`config.mk`:
```
export PLATFORM = sky130hd
export DESIGN_NAME = crank_edge_interval_averager_core
export DESIGN_NICKNAME = d
export VERILOG_FILES = /design/src/rtl/ceia_pkg.sv /design/src/rtl/ceia_ram.sv /design/src/rtl/ceia_serial_div.sv /design/src/rtl/crank_edge_interval_averager_core.sv
export SDC_FILE = /design/constraint.sdc
export NUM_CORES = 1
export LEC_CHECK = 0
export ABC_CLOCK_PERIOD_IN_PS = 11500
export BUFFER_PORTS_ARGS = -buffer_cell sky130_fd_sc_hd__buf_2
export CAP_MARGIN = 5
export CORE_MARGIN = 5
export CORE_UTILIZATION = 60
export CTS_BUF_LIST = sky130_fd_sc_hd__clkbuf_8
export CTS_CLUSTER_SIZE = 25
export DETAILED_ROUTE_END_ITERATION = 8
export GPL_ROUTABILITY_DRIVEN = 0
export PLACE_DENSITY = 0.77
export SETUP_SLACK_MARGIN = 0.2
export SYNTH_ARGS = -nofsm -noshare
export SYNTH_HDL_FRONTEND = slang
export SYNTH_HIERARCHICAL = 1
export SYNTH_SLANG_ARGS = --single-unit
```
`constraint.sdc`:
```
create_clock -name clock -period 11.5 [get_ports clock]
set_clock_uncertainty 0.1 [all_clocks]
set_input_delay 3.45 -clock clock [delete_from_list [all_inputs] [get_ports clock]]
set_output_delay 3.45 -clock clock [all_outputs]
set_load 0.005 [all_outputs]
```
`src/rtl/ceia_pkg.sv`:
```
// ----------------------------------------------------------------------------
// ceia_pkg
// shared widths, codes and the sequencer state type of the crank edge
// interval averager
// ----------------------------------------------------------------------------
package ceia_pkg;

   localparam int TIME_W        = 48;
   localparam int CFG_W         = 24;
   localparam int RES_W         = 32;
   localparam int CNT_W         = $clog2(TIME_W);
   localparam int CFG_IW        = $clog2(CFG_W);
   localparam int DEPTH_DEFAULT = 8;
   localparam int CSR_IDX_W     = 1;

   localparam logic [CFG_W-1:0] TIMEOUT_RESET = CFG_W'(3000000);

   localparam logic OP_EDGE  = 1'b0;
   localparam logic OP_QUERY = 1'b1;

   localparam logic [CSR_IDX_W-1:0] CSR_LOCKOUT = CSR_IDX_W'(0);
   localparam logic [CSR_IDX_W-1:0] CSR_TIMEOUT = CSR_IDX_W'(1);

   typedef enum logic [3:0] {
      S_IDLE,
      S_EDGE_CALC,
      S_EDGE_DECIDE,
      S_PUSH_SYN,
      S_PUSH_TIME,
      S_Q_RD_NEW,
      S_Q_LD_NEW,
      S_Q_AGE,
      S_Q_CHECK,
      S_Q_RD_OLD,
      S_Q_LD_OLD,
      S_Q_SPAN,
      S_Q_DIV_GO,
      S_Q_DIV,
      S_Q_DONE
   } state_type;

endpackage

```
`src/rtl/ceia_ram.sv`:
```
// ----------------------------------------------------------------------------
// ceia_ram
// generic single write port, single read port ram with registered read data
// ----------------------------------------------------------------------------
module ceia_ram #(
   parameter int WIDTH = 48,
   parameter int DEPTH = 8
) (
   input  logic                     clock,
   input  logic                     we,
   input  logic [$clog2(DEPTH)-1:0] waddr,
   input  logic [WIDTH-1:0]         wdata,
   input  logic                     re,
   input  logic [$clog2(DEPTH)-1:0] raddr,
   output logic [WIDTH-1:0]         rdata
);

   logic [WIDTH-1:0] mem_ff [DEPTH];
   logic [WIDTH-1:0] rdata_ff;

   always_ff @(posedge clock) begin
      if (we) begin
         mem_ff[waddr] <= wdata;
      end
      if (re) begin
         rdata_ff <= mem_ff[raddr];
      end
   end

   assign rdata = rdata_ff;

endmodule

```
`src/rtl/ceia_serial_div.sv`:
```
// ----------------------------------------------------------------------------
// ceia_serial_div
// restoring divider, one quotient bit per cycle, keeps the low quotient bits
// ----------------------------------------------------------------------------
module ceia_serial_div import ceia_pkg::*; #(
   parameter int DIV_W = 4
) (
   input  logic              clock,
   input  logic              reset,
   input  logic              start,
   input  logic [TIME_W-1:0] dividend,
   input  logic [DIV_W-1:0]  divisor,
   output logic              done,
   output logic [RES_W-1:0]  quotient
);

   logic              busy_ff;
   logic              done_ff;
   logic [CNT_W-1:0]  cnt_ff;
   logic [TIME_W-1:0] dvd_ff;
   logic [DIV_W-1:0]  dsr_ff;
   logic [DIV_W-1:0]  rem_ff;
   logic [RES_W-1:0]  quo_ff;
   logic [DIV_W:0]    trial;
   logic              fits;
   logic [DIV_W:0]    diff;

   assign trial = {rem_ff, dvd_ff[TIME_W-1]};
   assign fits  = trial >= {1'b0, dsr_ff};
   assign diff  = trial - {1'b0, dsr_ff};

   always_ff @(posedge clock) begin
      if (reset) begin
         busy_ff <= 1'b0;
         done_ff <= 1'b0;
         cnt_ff  <= '0;
      end else begin
         done_ff <= 1'b0;
         if (start) begin
            busy_ff <= 1'b1;
            cnt_ff  <= '0;
         end else if (busy_ff) begin
            cnt_ff <= cnt_ff + 1'b1;
            if (cnt_ff == CNT_W'(TIME_W - 1)) begin
               busy_ff <= 1'b0;
               done_ff <= 1'b1;
            end
         end
      end
   end

   always_ff @(posedge clock) begin
      if (start) begin
         dvd_ff <= dividend;
         dsr_ff <= divisor;
         rem_ff <= '0;
         quo_ff <= '0;
      end else if (busy_ff) begin
         dvd_ff <= {dvd_ff[TIME_W-2:0], 1'b0};
         rem_ff <= fits ? diff[DIV_W-1:0] : trial[DIV_W-1:0];
         quo_ff <= {quo_ff[RES_W-2:0], fits};
      end
   end

   assign done     = done_ff;
   assign quotient = quo_ff;

endmodule

```
`src/rtl/crank_edge_interval_averager_core.sv`:
```
// ----------------------------------------------------------------------------
// crank_edge_interval_averager_core
// crank period from rising edge stamps, bit-serial datapath
// ----------------------------------------------------------------------------
// req channel: req_tuser selects the word kind (0 edge, 1 query), req_tdata
// carries the 48-bit time in us. an edge passes the lockout test only when
// its time is above the deadline; it then lands in a ring of DEPTH stamps.
// a query returns one rsp word with the average interval (0 when unknown).
// csr port: csr_addr 0 lockout period, 1 timeout; write only while idle.
// timing: all time arithmetic runs one bit per cycle over 48 bits. an edge
// takes a serial lockout pass, a query a serial age check, span subtract
// and restoring divide; the span and divide are skipped when the age check
// clears the history or only one stamp is held, all three when none is held.
// one word is in flight at a time; req_tready is high in idle only.
// the rsp register lets a new req word in while a result still waits; a
// stalled rsp_tready holds a finished query in its last step.
// reset: synchronous, clears the history, the deadline and the csr values
// (lockout 0, timeout 3000000); the stamp ram needs no clearing.
// ----------------------------------------------------------------------------
module crank_edge_interval_averager_core import ceia_pkg::*; #(
   parameter int DEPTH = DEPTH_DEFAULT
) (
   input  logic                 clock,
   input  logic                 reset,
   input  logic                 req_tvalid,
   output logic                 req_tready,
   input  logic [TIME_W-1:0]    req_tdata,   // time_us
   input  logic                 req_tuser,   // op
   output logic                 rsp_tvalid,
   input  logic                 rsp_tready,
   output logic [RES_W-1:0]     rsp_tdata,   // interval_us
   input  logic                 csr_we,
   input  logic [CSR_IDX_W-1:0] csr_addr,
   input  logic [CFG_W-1:0]     csr_wdata
);

   localparam int PW = $clog2(DEPTH);
   localparam int CW = $clog2(DEPTH + 1);
   localparam int SW = CW + 1;

   function automatic logic [PW-1:0] slot_after(input logic [PW-1:0] base,
                                                input logic [CW-1:0] off);
      logic [SW-1:0] s;
      s = SW'(base) + SW'(off);
      if (s >= SW'(DEPTH)) begin
         s = s - SW'(DEPTH);
      end
      return s[PW-1:0];
   endfunction

   function automatic logic borrow(input logic a, input logic b, input logic bin);
      return (~a & b) | (~(a ^ b) & bin);
   endfunction

   state_type         state_ff, state_in;
   logic [CNT_W-1:0]  bit_cnt_ff;
   logic              last_bit;
   logic [CFG_W-1:0]  lockout_ff;
   logic [CFG_W-1:0]  timeout_ff;
   logic [TIME_W-1:0] nat_ff;
   logic [CW-1:0]     count_ff;
   logic [PW-1:0]     oldest_ff;
   logic              chain0_ff, chain1_ff, chain2_ff;
   logic [TIME_W-1:0] time_ff;
   logic [TIME_W-1:0] new_ff;
   logic [TIME_W-1:0] aux_ff;
   logic [TIME_W-1:0] acc_ff;
   logic [RES_W-1:0]  res_ff;
   logic              rsp_tvalid_ff;
   logic [RES_W-1:0]  rsp_tdata_ff;

   logic              req_acc;
   logic              rsp_free;
   logic              full;
   logic              serial;
   logic              tb, nb, wb, ob, lb, kb;
   logic              age_bit;
   logic              clear_hist;
   logic              ram_we, ram_re;
   logic [PW-1:0]     ram_waddr, ram_raddr;
   logic [TIME_W-1:0] ram_wdata, ram_rdata;
   logic              div_start, div_done;
   logic [RES_W-1:0]  div_quo;

   assign req_acc    = req_tvalid & req_tready;
   assign rsp_free   = ~rsp_tvalid_ff | rsp_tready;
   assign full       = count_ff == CW'(DEPTH);
   assign last_bit   = bit_cnt_ff == CNT_W'(TIME_W - 1);
   assign serial     = (state_ff == S_EDGE_CALC) || (state_ff == S_Q_AGE) ||
                       (state_ff == S_Q_SPAN);
   assign clear_hist = ~chain1_ff;

   assign tb = time_ff[0];
   assign nb = nat_ff[0];
   assign wb = new_ff[0];
   assign ob = aux_ff[0];
   assign lb = (bit_cnt_ff < CNT_W'(CFG_W)) ? lockout_ff[bit_cnt_ff[CFG_IW-1:0]] : 1'b0;
   assign kb = (bit_cnt_ff < CNT_W'(CFG_W)) ? timeout_ff[bit_cnt_ff[CFG_IW-1:0]] : 1'b0;
   assign age_bit = tb ^ wb ^ chain0_ff;

   // next state
   always_comb begin
      state_in = state_ff;
      unique case (state_ff)
         S_IDLE: begin
            if (req_acc) begin
               if (req_tuser == OP_EDGE) begin
                  state_in = S_EDGE_CALC;
               end else if (count_ff == '0) begin
                  state_in = S_Q_DONE;
               end else begin
                  state_in = S_Q_RD_NEW;
               end
            end
         end
         S_EDGE_CALC: begin
            if (last_bit) begin
               state_in = S_EDGE_DECIDE;
            end
         end
         S_EDGE_DECIDE: begin
            if (!chain0_ff) begin
               state_in = S_IDLE;
            end else if (count_ff == '0) begin
               state_in = S_PUSH_SYN;
            end else begin
               state_in = S_PUSH_TIME;
            end
         end
         S_PUSH_SYN:  state_in = S_PUSH_TIME;
         S_PUSH_TIME: state_in = S_IDLE;
         S_Q_RD_NEW:  state_in = S_Q_LD_NEW;
         S_Q_LD_NEW:  state_in = S_Q_AGE;
         S_Q_AGE: begin
            if (last_bit) begin
               state_in = S_Q_CHECK;
            end
         end
         S_Q_CHECK: begin
            if (!clear_hist && count_ff > CW'(1)) begin
               state_in = S_Q_RD_OLD;
            end else begin
               state_in = S_Q_DONE;
            end
         end
         S_Q_RD_OLD: state_in = S_Q_LD_OLD;
         S_Q_LD_OLD: state_in = S_Q_SPAN;
         S_Q_SPAN: begin
            if (last_bit) begin
               state_in = S_Q_DIV_GO;
            end
         end
         S_Q_DIV_GO: state_in = S_Q_DIV;
         S_Q_DIV: begin
            if (div_done) begin
               state_in = S_Q_DONE;
            end
         end
         S_Q_DONE: begin
            if (rsp_free) begin
               state_in = S_IDLE;
            end
         end
         default: state_in = S_IDLE;
      endcase
   end

   // sequencer outputs
   always_comb begin
      req_tready = 1'b0;
      ram_we     = 1'b0;
      ram_re     = 1'b0;
      ram_raddr  = oldest_ff;
      div_start  = 1'b0;
      unique case (state_ff)
         S_IDLE:      req_tready = 1'b1;
         S_PUSH_SYN:  ram_we     = 1'b1;
         S_PUSH_TIME: ram_we     = 1'b1;
         S_Q_RD_NEW: begin
            ram_re    = 1'b1;
            ram_raddr = slot_after(oldest_ff, count_ff - CW'(1));
         end
         S_Q_RD_OLD:  ram_re     = 1'b1;
         S_Q_DIV_GO:  div_start  = 1'b1;
         default: ;
      endcase
   end

   assign ram_waddr = full ? oldest_ff : slot_after(oldest_ff, count_ff);
   assign ram_wdata = (state_ff == S_PUSH_SYN) ? aux_ff : time_ff;

   always_ff @(posedge clock) begin
      if (reset) begin
         state_ff      <= S_IDLE;
         bit_cnt_ff    <= '0;
         lockout_ff    <= '0;
         timeout_ff    <= TIMEOUT_RESET;
         nat_ff        <= '0;
         count_ff      <= '0;
         oldest_ff     <= '0;
         chain0_ff     <= 1'b0;
         chain1_ff     <= 1'b0;
         chain2_ff     <= 1'b0;
         rsp_tvalid_ff <= 1'b0;
      end else begin
         state_ff   <= state_in;
         bit_cnt_ff <= (serial && !last_bit) ? bit_cnt_ff + 1'b1 : '0;

         if (csr_we) begin
            unique case (csr_addr)
               CSR_LOCKOUT: lockout_ff <= csr_wdata;
               CSR_TIMEOUT: timeout_ff <= csr_wdata;
               default: ;
            endcase
         end

         unique case (state_ff)
            S_EDGE_CALC: begin
               chain0_ff <= borrow(nb, tb, chain0_ff);
               chain1_ff <= (tb & lb) | (tb & chain1_ff) | (lb & chain1_ff);
               chain2_ff <= borrow(tb, kb, chain2_ff);
               nat_ff    <= {nb, nat_ff[TIME_W-1:1]};
            end
            S_Q_AGE: begin
               chain0_ff <= borrow(tb, wb, chain0_ff);
               chain1_ff <= borrow(age_bit, kb, chain1_ff);
            end
            S_Q_SPAN: begin
               chain0_ff <= borrow(wb, ob, chain0_ff);
            end
            S_Q_CHECK: begin
               chain0_ff <= 1'b0;
               chain1_ff <= 1'b0;
               if (clear_hist) begin
                  count_ff  <= '0;
                  oldest_ff <= '0;
               end
            end
            S_EDGE_DECIDE: begin
               chain0_ff <= 1'b0;
               chain1_ff <= 1'b0;
               chain2_ff <= 1'b0;
               if (chain0_ff) begin
                  nat_ff <= acc_ff;
               end
            end
            S_PUSH_SYN, S_PUSH_TIME: begin
               if (!full) begin
                  count_ff <= count_ff + CW'(1);
               end else begin
                  oldest_ff <= slot_after(oldest_ff, CW'(1));
               end
            end
            default: begin
               chain0_ff <= 1'b0;
               chain1_ff <= 1'b0;
               chain2_ff <= 1'b0;
            end
         endcase

         if (state_ff == S_Q_DONE && rsp_free) begin
            rsp_tvalid_ff <= 1'b1;
         end else if (rsp_tready) begin
            rsp_tvalid_ff <= 1'b0;
         end
      end
   end

   always_ff @(posedge clock) begin
      unique case (state_ff)
         S_IDLE: begin
            if (req_acc) begin
               time_ff <= req_tdata;
               res_ff  <= '0;
            end
         end
         S_EDGE_CALC: begin
            time_ff <= {tb, time_ff[TIME_W-1:1]};
            acc_ff  <= {tb ^ lb ^ chain1_ff, acc_ff[TIME_W-1:1]};
            aux_ff  <= {tb ^ kb ^ chain2_ff, aux_ff[TIME_W-1:1]};
         end
         S_Q_LD_NEW: new_ff <= ram_rdata;
         S_Q_AGE: begin
            time_ff <= {tb, time_ff[TIME_W-1:1]};
            new_ff  <= {wb, new_ff[TIME_W-1:1]};
         end
         S_Q_LD_OLD: aux_ff <= ram_rdata;
         S_Q_SPAN: begin
            new_ff <= {wb, new_ff[TIME_W-1:1]};
            aux_ff <= {ob, aux_ff[TIME_W-1:1]};
            acc_ff <= {wb ^ ob ^ chain0_ff, acc_ff[TIME_W-1:1]};
         end
         S_Q_DIV: begin
            if (div_done) begin
               res_ff <= div_quo;
            end
         end
         S_Q_DONE: begin
            if (rsp_free) begin
               rsp_tdata_ff <= res_ff;
            end
         end
         default: ;
      endcase
   end

   ceia_ram #(
      .WIDTH (TIME_W),
      .DEPTH (DEPTH)
   ) u_ring (
      .clock (clock),
      .we    (ram_we),
      .waddr (ram_waddr),
      .wdata (ram_wdata),
      .re    (ram_re),
      .raddr (ram_raddr),
      .rdata (ram_rdata)
   );

   ceia_serial_div #(
      .DIV_W (CW)
   ) u_div (
      .clock    (clock),
      .reset    (reset),
      .start    (div_start),
      .dividend (acc_ff),
      .divisor  (count_ff - CW'(1)),
      .done     (div_done),
      .quotient (div_quo)
   );

   assign rsp_tvalid = rsp_tvalid_ff;
   assign rsp_tdata  = rsp_tdata_ff;

   a_count_range: assert property (@(posedge clock) disable iff (reset)
      count_ff <= CW'(DEPTH))
      else $error("stamp count above depth");

   a_count_step: assert property (@(posedge clock) disable iff (reset)
      count_ff != $past(count_ff) |-> (count_ff == $past(count_ff) + CW'(1)) ||
                                      (count_ff == '0))
      else $error("stamp count moved by more than one");

   a_div_owner: assert property (@(posedge clock) disable iff (reset)
      div_done |-> state_ff == S_Q_DIV)
      else $error("divider finished outside the divide step");

   a_push_edge: assert property (@(posedge clock) disable iff (reset)
      ram_we |-> $past(state_ff) == S_EDGE_DECIDE || $past(state_ff) == S_PUSH_SYN)
      else $error("stamp written without an accepted edge");

endmodule

```
Word-level counts from Yosys, hierarchy flattened --
Memories as Yosys holds them, arrays and structs flattened. A register that Yosys moved wholly into a read port is not among the register bits. Index checks and enable logic that the tools add are counted.
Word-level totals: register bits 469, bits in writable memories 384, memories kept 1, input bits 79, word-level logic and storage cells 208, output and inout port bits 34
Operators by class: equality and inequality tests 27, reductions and logical operators 35, multiplexer cells 58, $add $sub $neg 11, bitwise gates (word level) 45, magnitude comparators 7
Memory list:
- u_ring.mem_ff | words 8, bits a word 48, read ports 1, clocked after Yosys merged registers in 1, wr ports 1, RTL line ceia_ram.sv:18 | logic [WIDTH-1:0] mem_ff [DEPTH];
Operator list (number):
- $pmux W48 S2 | 4
- $mux W48 | 5
- $pmux W48 S3 | 1
- $mux W32 | 2
- $pmux W32 S2 | 1
- $pmux W4 S14 | 1
- $mux W4 | 11
- $eq A4 B4 Y1 const B | 8
- $mux W3 | 10
- $eq A4 B3 Y1 const B | 4
- $mux W1 | 16
- $ne A2 B2 Y1 const B | 8
- $reduce_bool A2 Y1 | 8
- $and A1 B1 Y1 | 14
- $not A1 Y1 | 13
- $add A6 B1 Y6 const B | 2
- $eq A6 B6 Y1 const B | 2
- $reduce_or A2 Y1 | 6
- $add A3 B4 Y5 | 2
- $bmux W1 S5 | 2
- $ge A5 B4 Y1 const B | 2
- $reduce_and A2 Y1 | 5
- $xor A1 B1 Y1 | 10
- $reduce_and A3 Y1 | 3
- 27 further kinds | 43

Longest topological paths before layout --
depth after elaboration 8, depth in mapped cells 12, mapped depth without buffers 10

Hierarchy --
The synthesis kept the hierarchy.
By module, submodules not included:
- crank_edge_interval_averager_core | seq. area each 10029.6 µm², area each 16196.8 µm², cells each 1201, times used 1
- ceia_ram | seq. area each 12972.4 µm², area each 16100.4 µm², cells each 616, times used 1
- ceia_serial_div | seq. area each 2442.3 µm², area each 3948.8 µm², cells each 289, times used 1

Worst setup path before layout --
Ideal clock, no wire load.
path kind input port to flip-flop, start input rsp_tready, end register rsp_tdata_ff[0] (netlist: rsp_tdata[0]) (enable), slack 5.933 ns, data required time 10.975 ns, stages on the path 2, arrival 5.042 ns, library setup time 0.425 ns, path buffers 0, path through nand2b_1 nor2b_1
On the way: word-level cells in the longest chain between the ends 2
RTL lines:
- from (decl) | RTL line crank_edge_interval_averager_core.sv:30 | input logic rsp_tready,
- $or A1 B1 Y1 | RTL line crank_edge_interval_averager_core.sv:86 | assign rsp_free = ~rsp_tvalid_ff | rsp_tready;
- $reduce_and A2 Y1 (no source line)
- to (signal assigned) | RTL line crank_edge_interval_averager_core.sv:300 | rsp_tdata_ff <= res_ff;
- to (decl) | RTL line crank_edge_interval_averager_core.sv:70 | logic [RES_W-1:0] rsp_tdata_ff;
Every way passes these cells. A chain may end at the register's enable or synchronous reset.

Final worst setup path --
start register state_ff[3], end output req_tready
On the way: word-level cells in the longest chain between the ends 2
RTL lines:
- from (decl) | RTL line crank_edge_interval_averager_core.sv:55 | state_type state_ff, state_in;
- from (signal assigned) | RTL line crank_edge_interval_averager_core.sv:206 | state_ff <= state_in;
- $logic_not A4 Y1 | RTL line crank_edge_interval_averager_core.sv:175 | unique case (state_ff)
- $mux W1 | RTL line crank_edge_interval_averager_core.sv:175
- to (decl) | RTL line crank_edge_interval_averager_core.sv:26 | output logic req_tready,
Every way passes these cells.

==> results.toml <==
[min_path]
holdPathStages = 0
hp-start = "res_ff[24]"
worstHoldPathType = "reg -> reg"
hold_end = "rsp_tdata[24]"

[setup_path]
cp_top_family = "flip-flops"
end_kind = "output pin"
r2r_slack_ps = 6920
path_max_fanout = 23
critPathKind = "reg -> out"
slowest_delay_ps = 790
cp.arrival_ps = 2380
path_cells = "or2_1 -> nor2_1 -> buf_2"
critPathSlowestCell = "dfxtp_1"
cp.required_ps = 7950
r2r-end = "u_ring/rdata[42]"
crit_buf_inv = 1
r2r-start = "state_ff[2]"
r2r_cells = 6
critPathLaunchType = "register"

[die]
die_height_microns = 255.8
rows = 90
die_x_microns = 255.8
start_util_pct = 60.28
top_level_ports = 113
coreArea_sq_um = 60130
dieArea_sq_um = 65430

[job]
drv_cap = 0

[cells_and_area]
n_fill_cell = 3919
final_layout_size_suffix_gt1_share_pct = 32.03
fin_nets = 2374
fin_util_pct = 66.76
area_delta_synth_final_pct = 10.75
fin_cells = 3167

[pwr]
p_leak_nw = 13.31
p_per_area_nw_per_um2 = 216.2
ir_drop_uv = 128.2

[logic_synthesis]
synth-seq-cells = 901
postSynthAreaPerCell_sq_um = 17.21
ys_async_sr_fraction_pct = 0
syn-num-nets = 2207
ys_types = 67
syn_area_sq_um = 36250
synth_edf_count = 740
synth_top_flop_cell = "edfxtp_1"
yosysWarnings = 6
synthCells = 2106
seq_area_frac_synth_pct = 70.20

[clock_tree]
cts_buffers = 142
postCtsSetupRepairBufs = 0
cts_buffer_depth = 3
tritoncts = "done"
clkLatencyLatePin_ps = 770
cts_hold_buf = 0
post_cts_resized = 0
cts_sinks = 901
htreeDepth = 4
clk_pin_slew_worst_paths_ps = 60
cts-root-buf = "clkbuf_8"

[timing]
fin_ws_ps = 5565
worst_slew_pin_slew_ps = 1124
slew_headroom_pct = 25.09
drv_slew = 0
fmax_ghz = 0.1685
period_needed_ps = 5935
hold_viol_final = 0
period_share_pct = 51.61
setup-violations-final = 0
rsz0062_at_grt = "no"
tns_ps = 0

[routing]
drcViolationCount = 0
via_per_inst = 5.907
drtIter0Drc = 1416
firstDrtPassIters = 5
ant_nets = 0
wire_per_inst_microns = 21.61
drt_wl_total_mm = 68.45
dr_total_vias = 18710

[run_status]
status = "finished, final reports clean"

[grt]
grt_pass1_wl_mm = 108.1
antenna_found_initial = 3
grt_pass1_vias = 19490
grt_max_degree = 93
globalRouteTotalUtil_pct = 20.89
grt_overflow_total = 0

[placed_design]
io_buffers = 112
dp_cells = 2911
dp_worst_setup_slack_ps = 6420
dpl.hpwl_mm = 38.00
==> logic make-up (layout without fill, tap and decap cells) <==
| family | count (synthesis) | count (layout) | synth area share, % |
|---|---|---|---|
| DFF | 901 | 901 | 70.20 |
| other | 0 | 3 | 0 |
| AOI/OAI and AO/OA | 165 | 165 | 3.059 |
| xor gates and xnor gates | 18 | 18 | 0.4350 |
| adders and majority gates | 22 | 22 | 0.9044 |
| and+or+nand+nor | 378 | 378 | 4.867 |
| buffers and inverters | 146 | 422 | 2.223 |
| muxes | 476 | 476 | 18.31 |
==> worst max path at each step <==
stage,start,endpoint,slack (ps),depth (start not counted)
2_1_floorplan,rsp_tready,rsp_tdata[0],5930,2
4_1_cts,state_ff[3],req_tready,5550,3
5_1_grt,state_ff[3],req_tready,5440,3
3_5_place_dp,state_ff[3],req_tready,6420,3
3_3_place_gp,state_ff[2],req_tready,6520,3
6_report,state_ff[3],req_tready,5570,3
==> area by class of cell <==
| cell class | count | area (sq um) | share of cell area [%] |
|---|---|---|---|
| antenna | 3 | 7.507 | 0.01870 |
| clock buffer | 150 | 2064 | 5.143 |
| clock inverter | 103 | 584.3 | 1.456 |
| inverter | 26 | 97.59 | 0.2431 |
| multi-input combinational | 1059 | 10170 | 25.33 |
| sequential | 901 | 25450 | 63.39 |
| tap | 782 | 978.4 | 2.437 |
| timing repair buffer | 143 | 795.8 | 1.982 |
==> sequential cells by signal, indices dropped and copies added, names as in the netlist, 24 cells and up <==
signal and cells:
u_div/dvd_ff 48, acc_ff 48, aux_ff 48, res_ff 32, new_ff 48, rsp_tdata 32
u_div/quotient 32, u_ring/mem_ff 384, timeout_ff 24, u_ring/rdata 48, lockout_ff 24, time_ff 48
nat_ff 48
==> Yosys cell counts (4+ instances only) <==
| library cell | instances | area share (%) |
|---|---|---|
| nand2b_1 | 7 | 0.12 |
| a21oi_1 | 69 | 0.95 |
| nand3b_1 | 19 | 0.39 |
| xnor2_1 | 9 | 0.22 |
| nor2_1 | 130 | 1.3 |
| a211oi_1 | 43 | 0.89 |
| buf_12 | 5 | 0.28 |
| clkbuf_1 | 48 | 0.50 |
| o21ai_0 | 17 | 0.23 |
| and2_1 | 35 | 0.60 |
| xor2_1 | 9 | 0.22 |
| a211oi_2 | 12 | 0.41 |
| mux2_2 | 248 | 7.7 |
| mux2_4 | 40 | 1.7 |
| or3_1 | 4 | 0.069 |
| dfxtp_1 | 161 | 8.9 |
| buf_2 | 44 | 0.61 |
| edfxtp_1 | 740 | 61 |
| inv_1 | 26 | 0.27 |
| nor3_1 | 12 | 0.17 |
| buf_4 | 14 | 0.29 |
| nor2b_1 | 6 | 0.10 |
| ha_1 | 15 | 0.52 |
| mux4_2 | 105 | 6.5 |
| buf_6 | 5 | 0.16 |
| nand2_1 | 125 | 1.3 |
| nand4_1 | 4 | 0.069 |
| fa_1 | 7 | 0.39 |
| mux2i_1 | 80 | 2.2 |
| nand3_1 | 10 | 0.14 |
==> metrics by stage <==
stage               total power, mW  instance area, sq um  hold slack [ps]
floorplan                     5.755                 36250            300.3
global placement              6.113                 37490            304.8
detailed placement            6.211                 37490            304.5
CTS                           8.756                 40130            316.9
global route                  9.086                 40140            318.1
finish                        8.678                 40140            313.2
==> report_power, final <==
group,switching [mW],internal [mW]
logic,0.948,0.678
registers,0.224,4.30
clock network,1.23,1.30
total,2.40,6.28
==> per-layer routing <==
metal	GRT usage [%]	vias up	wire length, microns
li1	-	8448	-
met1	28.66	9563	29140
met2	33.94	580	34040
met3	4.498	116	3882
met4	7.016	0	1393
met5	0	-	0
==> layout by cell type, fill, tap and decap left out, types with 40 or more instances in the layout <==
cell type	n
edfxtp_1	740
mux2_2	247
dfxtp_1	160
clkbuf_8	150
nand2_1	124
nor2_1	120
buf_2	111
mux4_2	105
mux2i_1	80
inv_1	67
a21oi_1	66
a211oi_1	43
mux2_4	40
==> worst register-to-register path: stages, from the launching register on <==
cell,delay (ps)
dfxtp_1,760
nand2b_1,430
nor2_1,540
mux2_8,690
buf_4,850
mux4_2,640
mux2_4,290
Note: power is estimated with default switching activity, not from simulation.
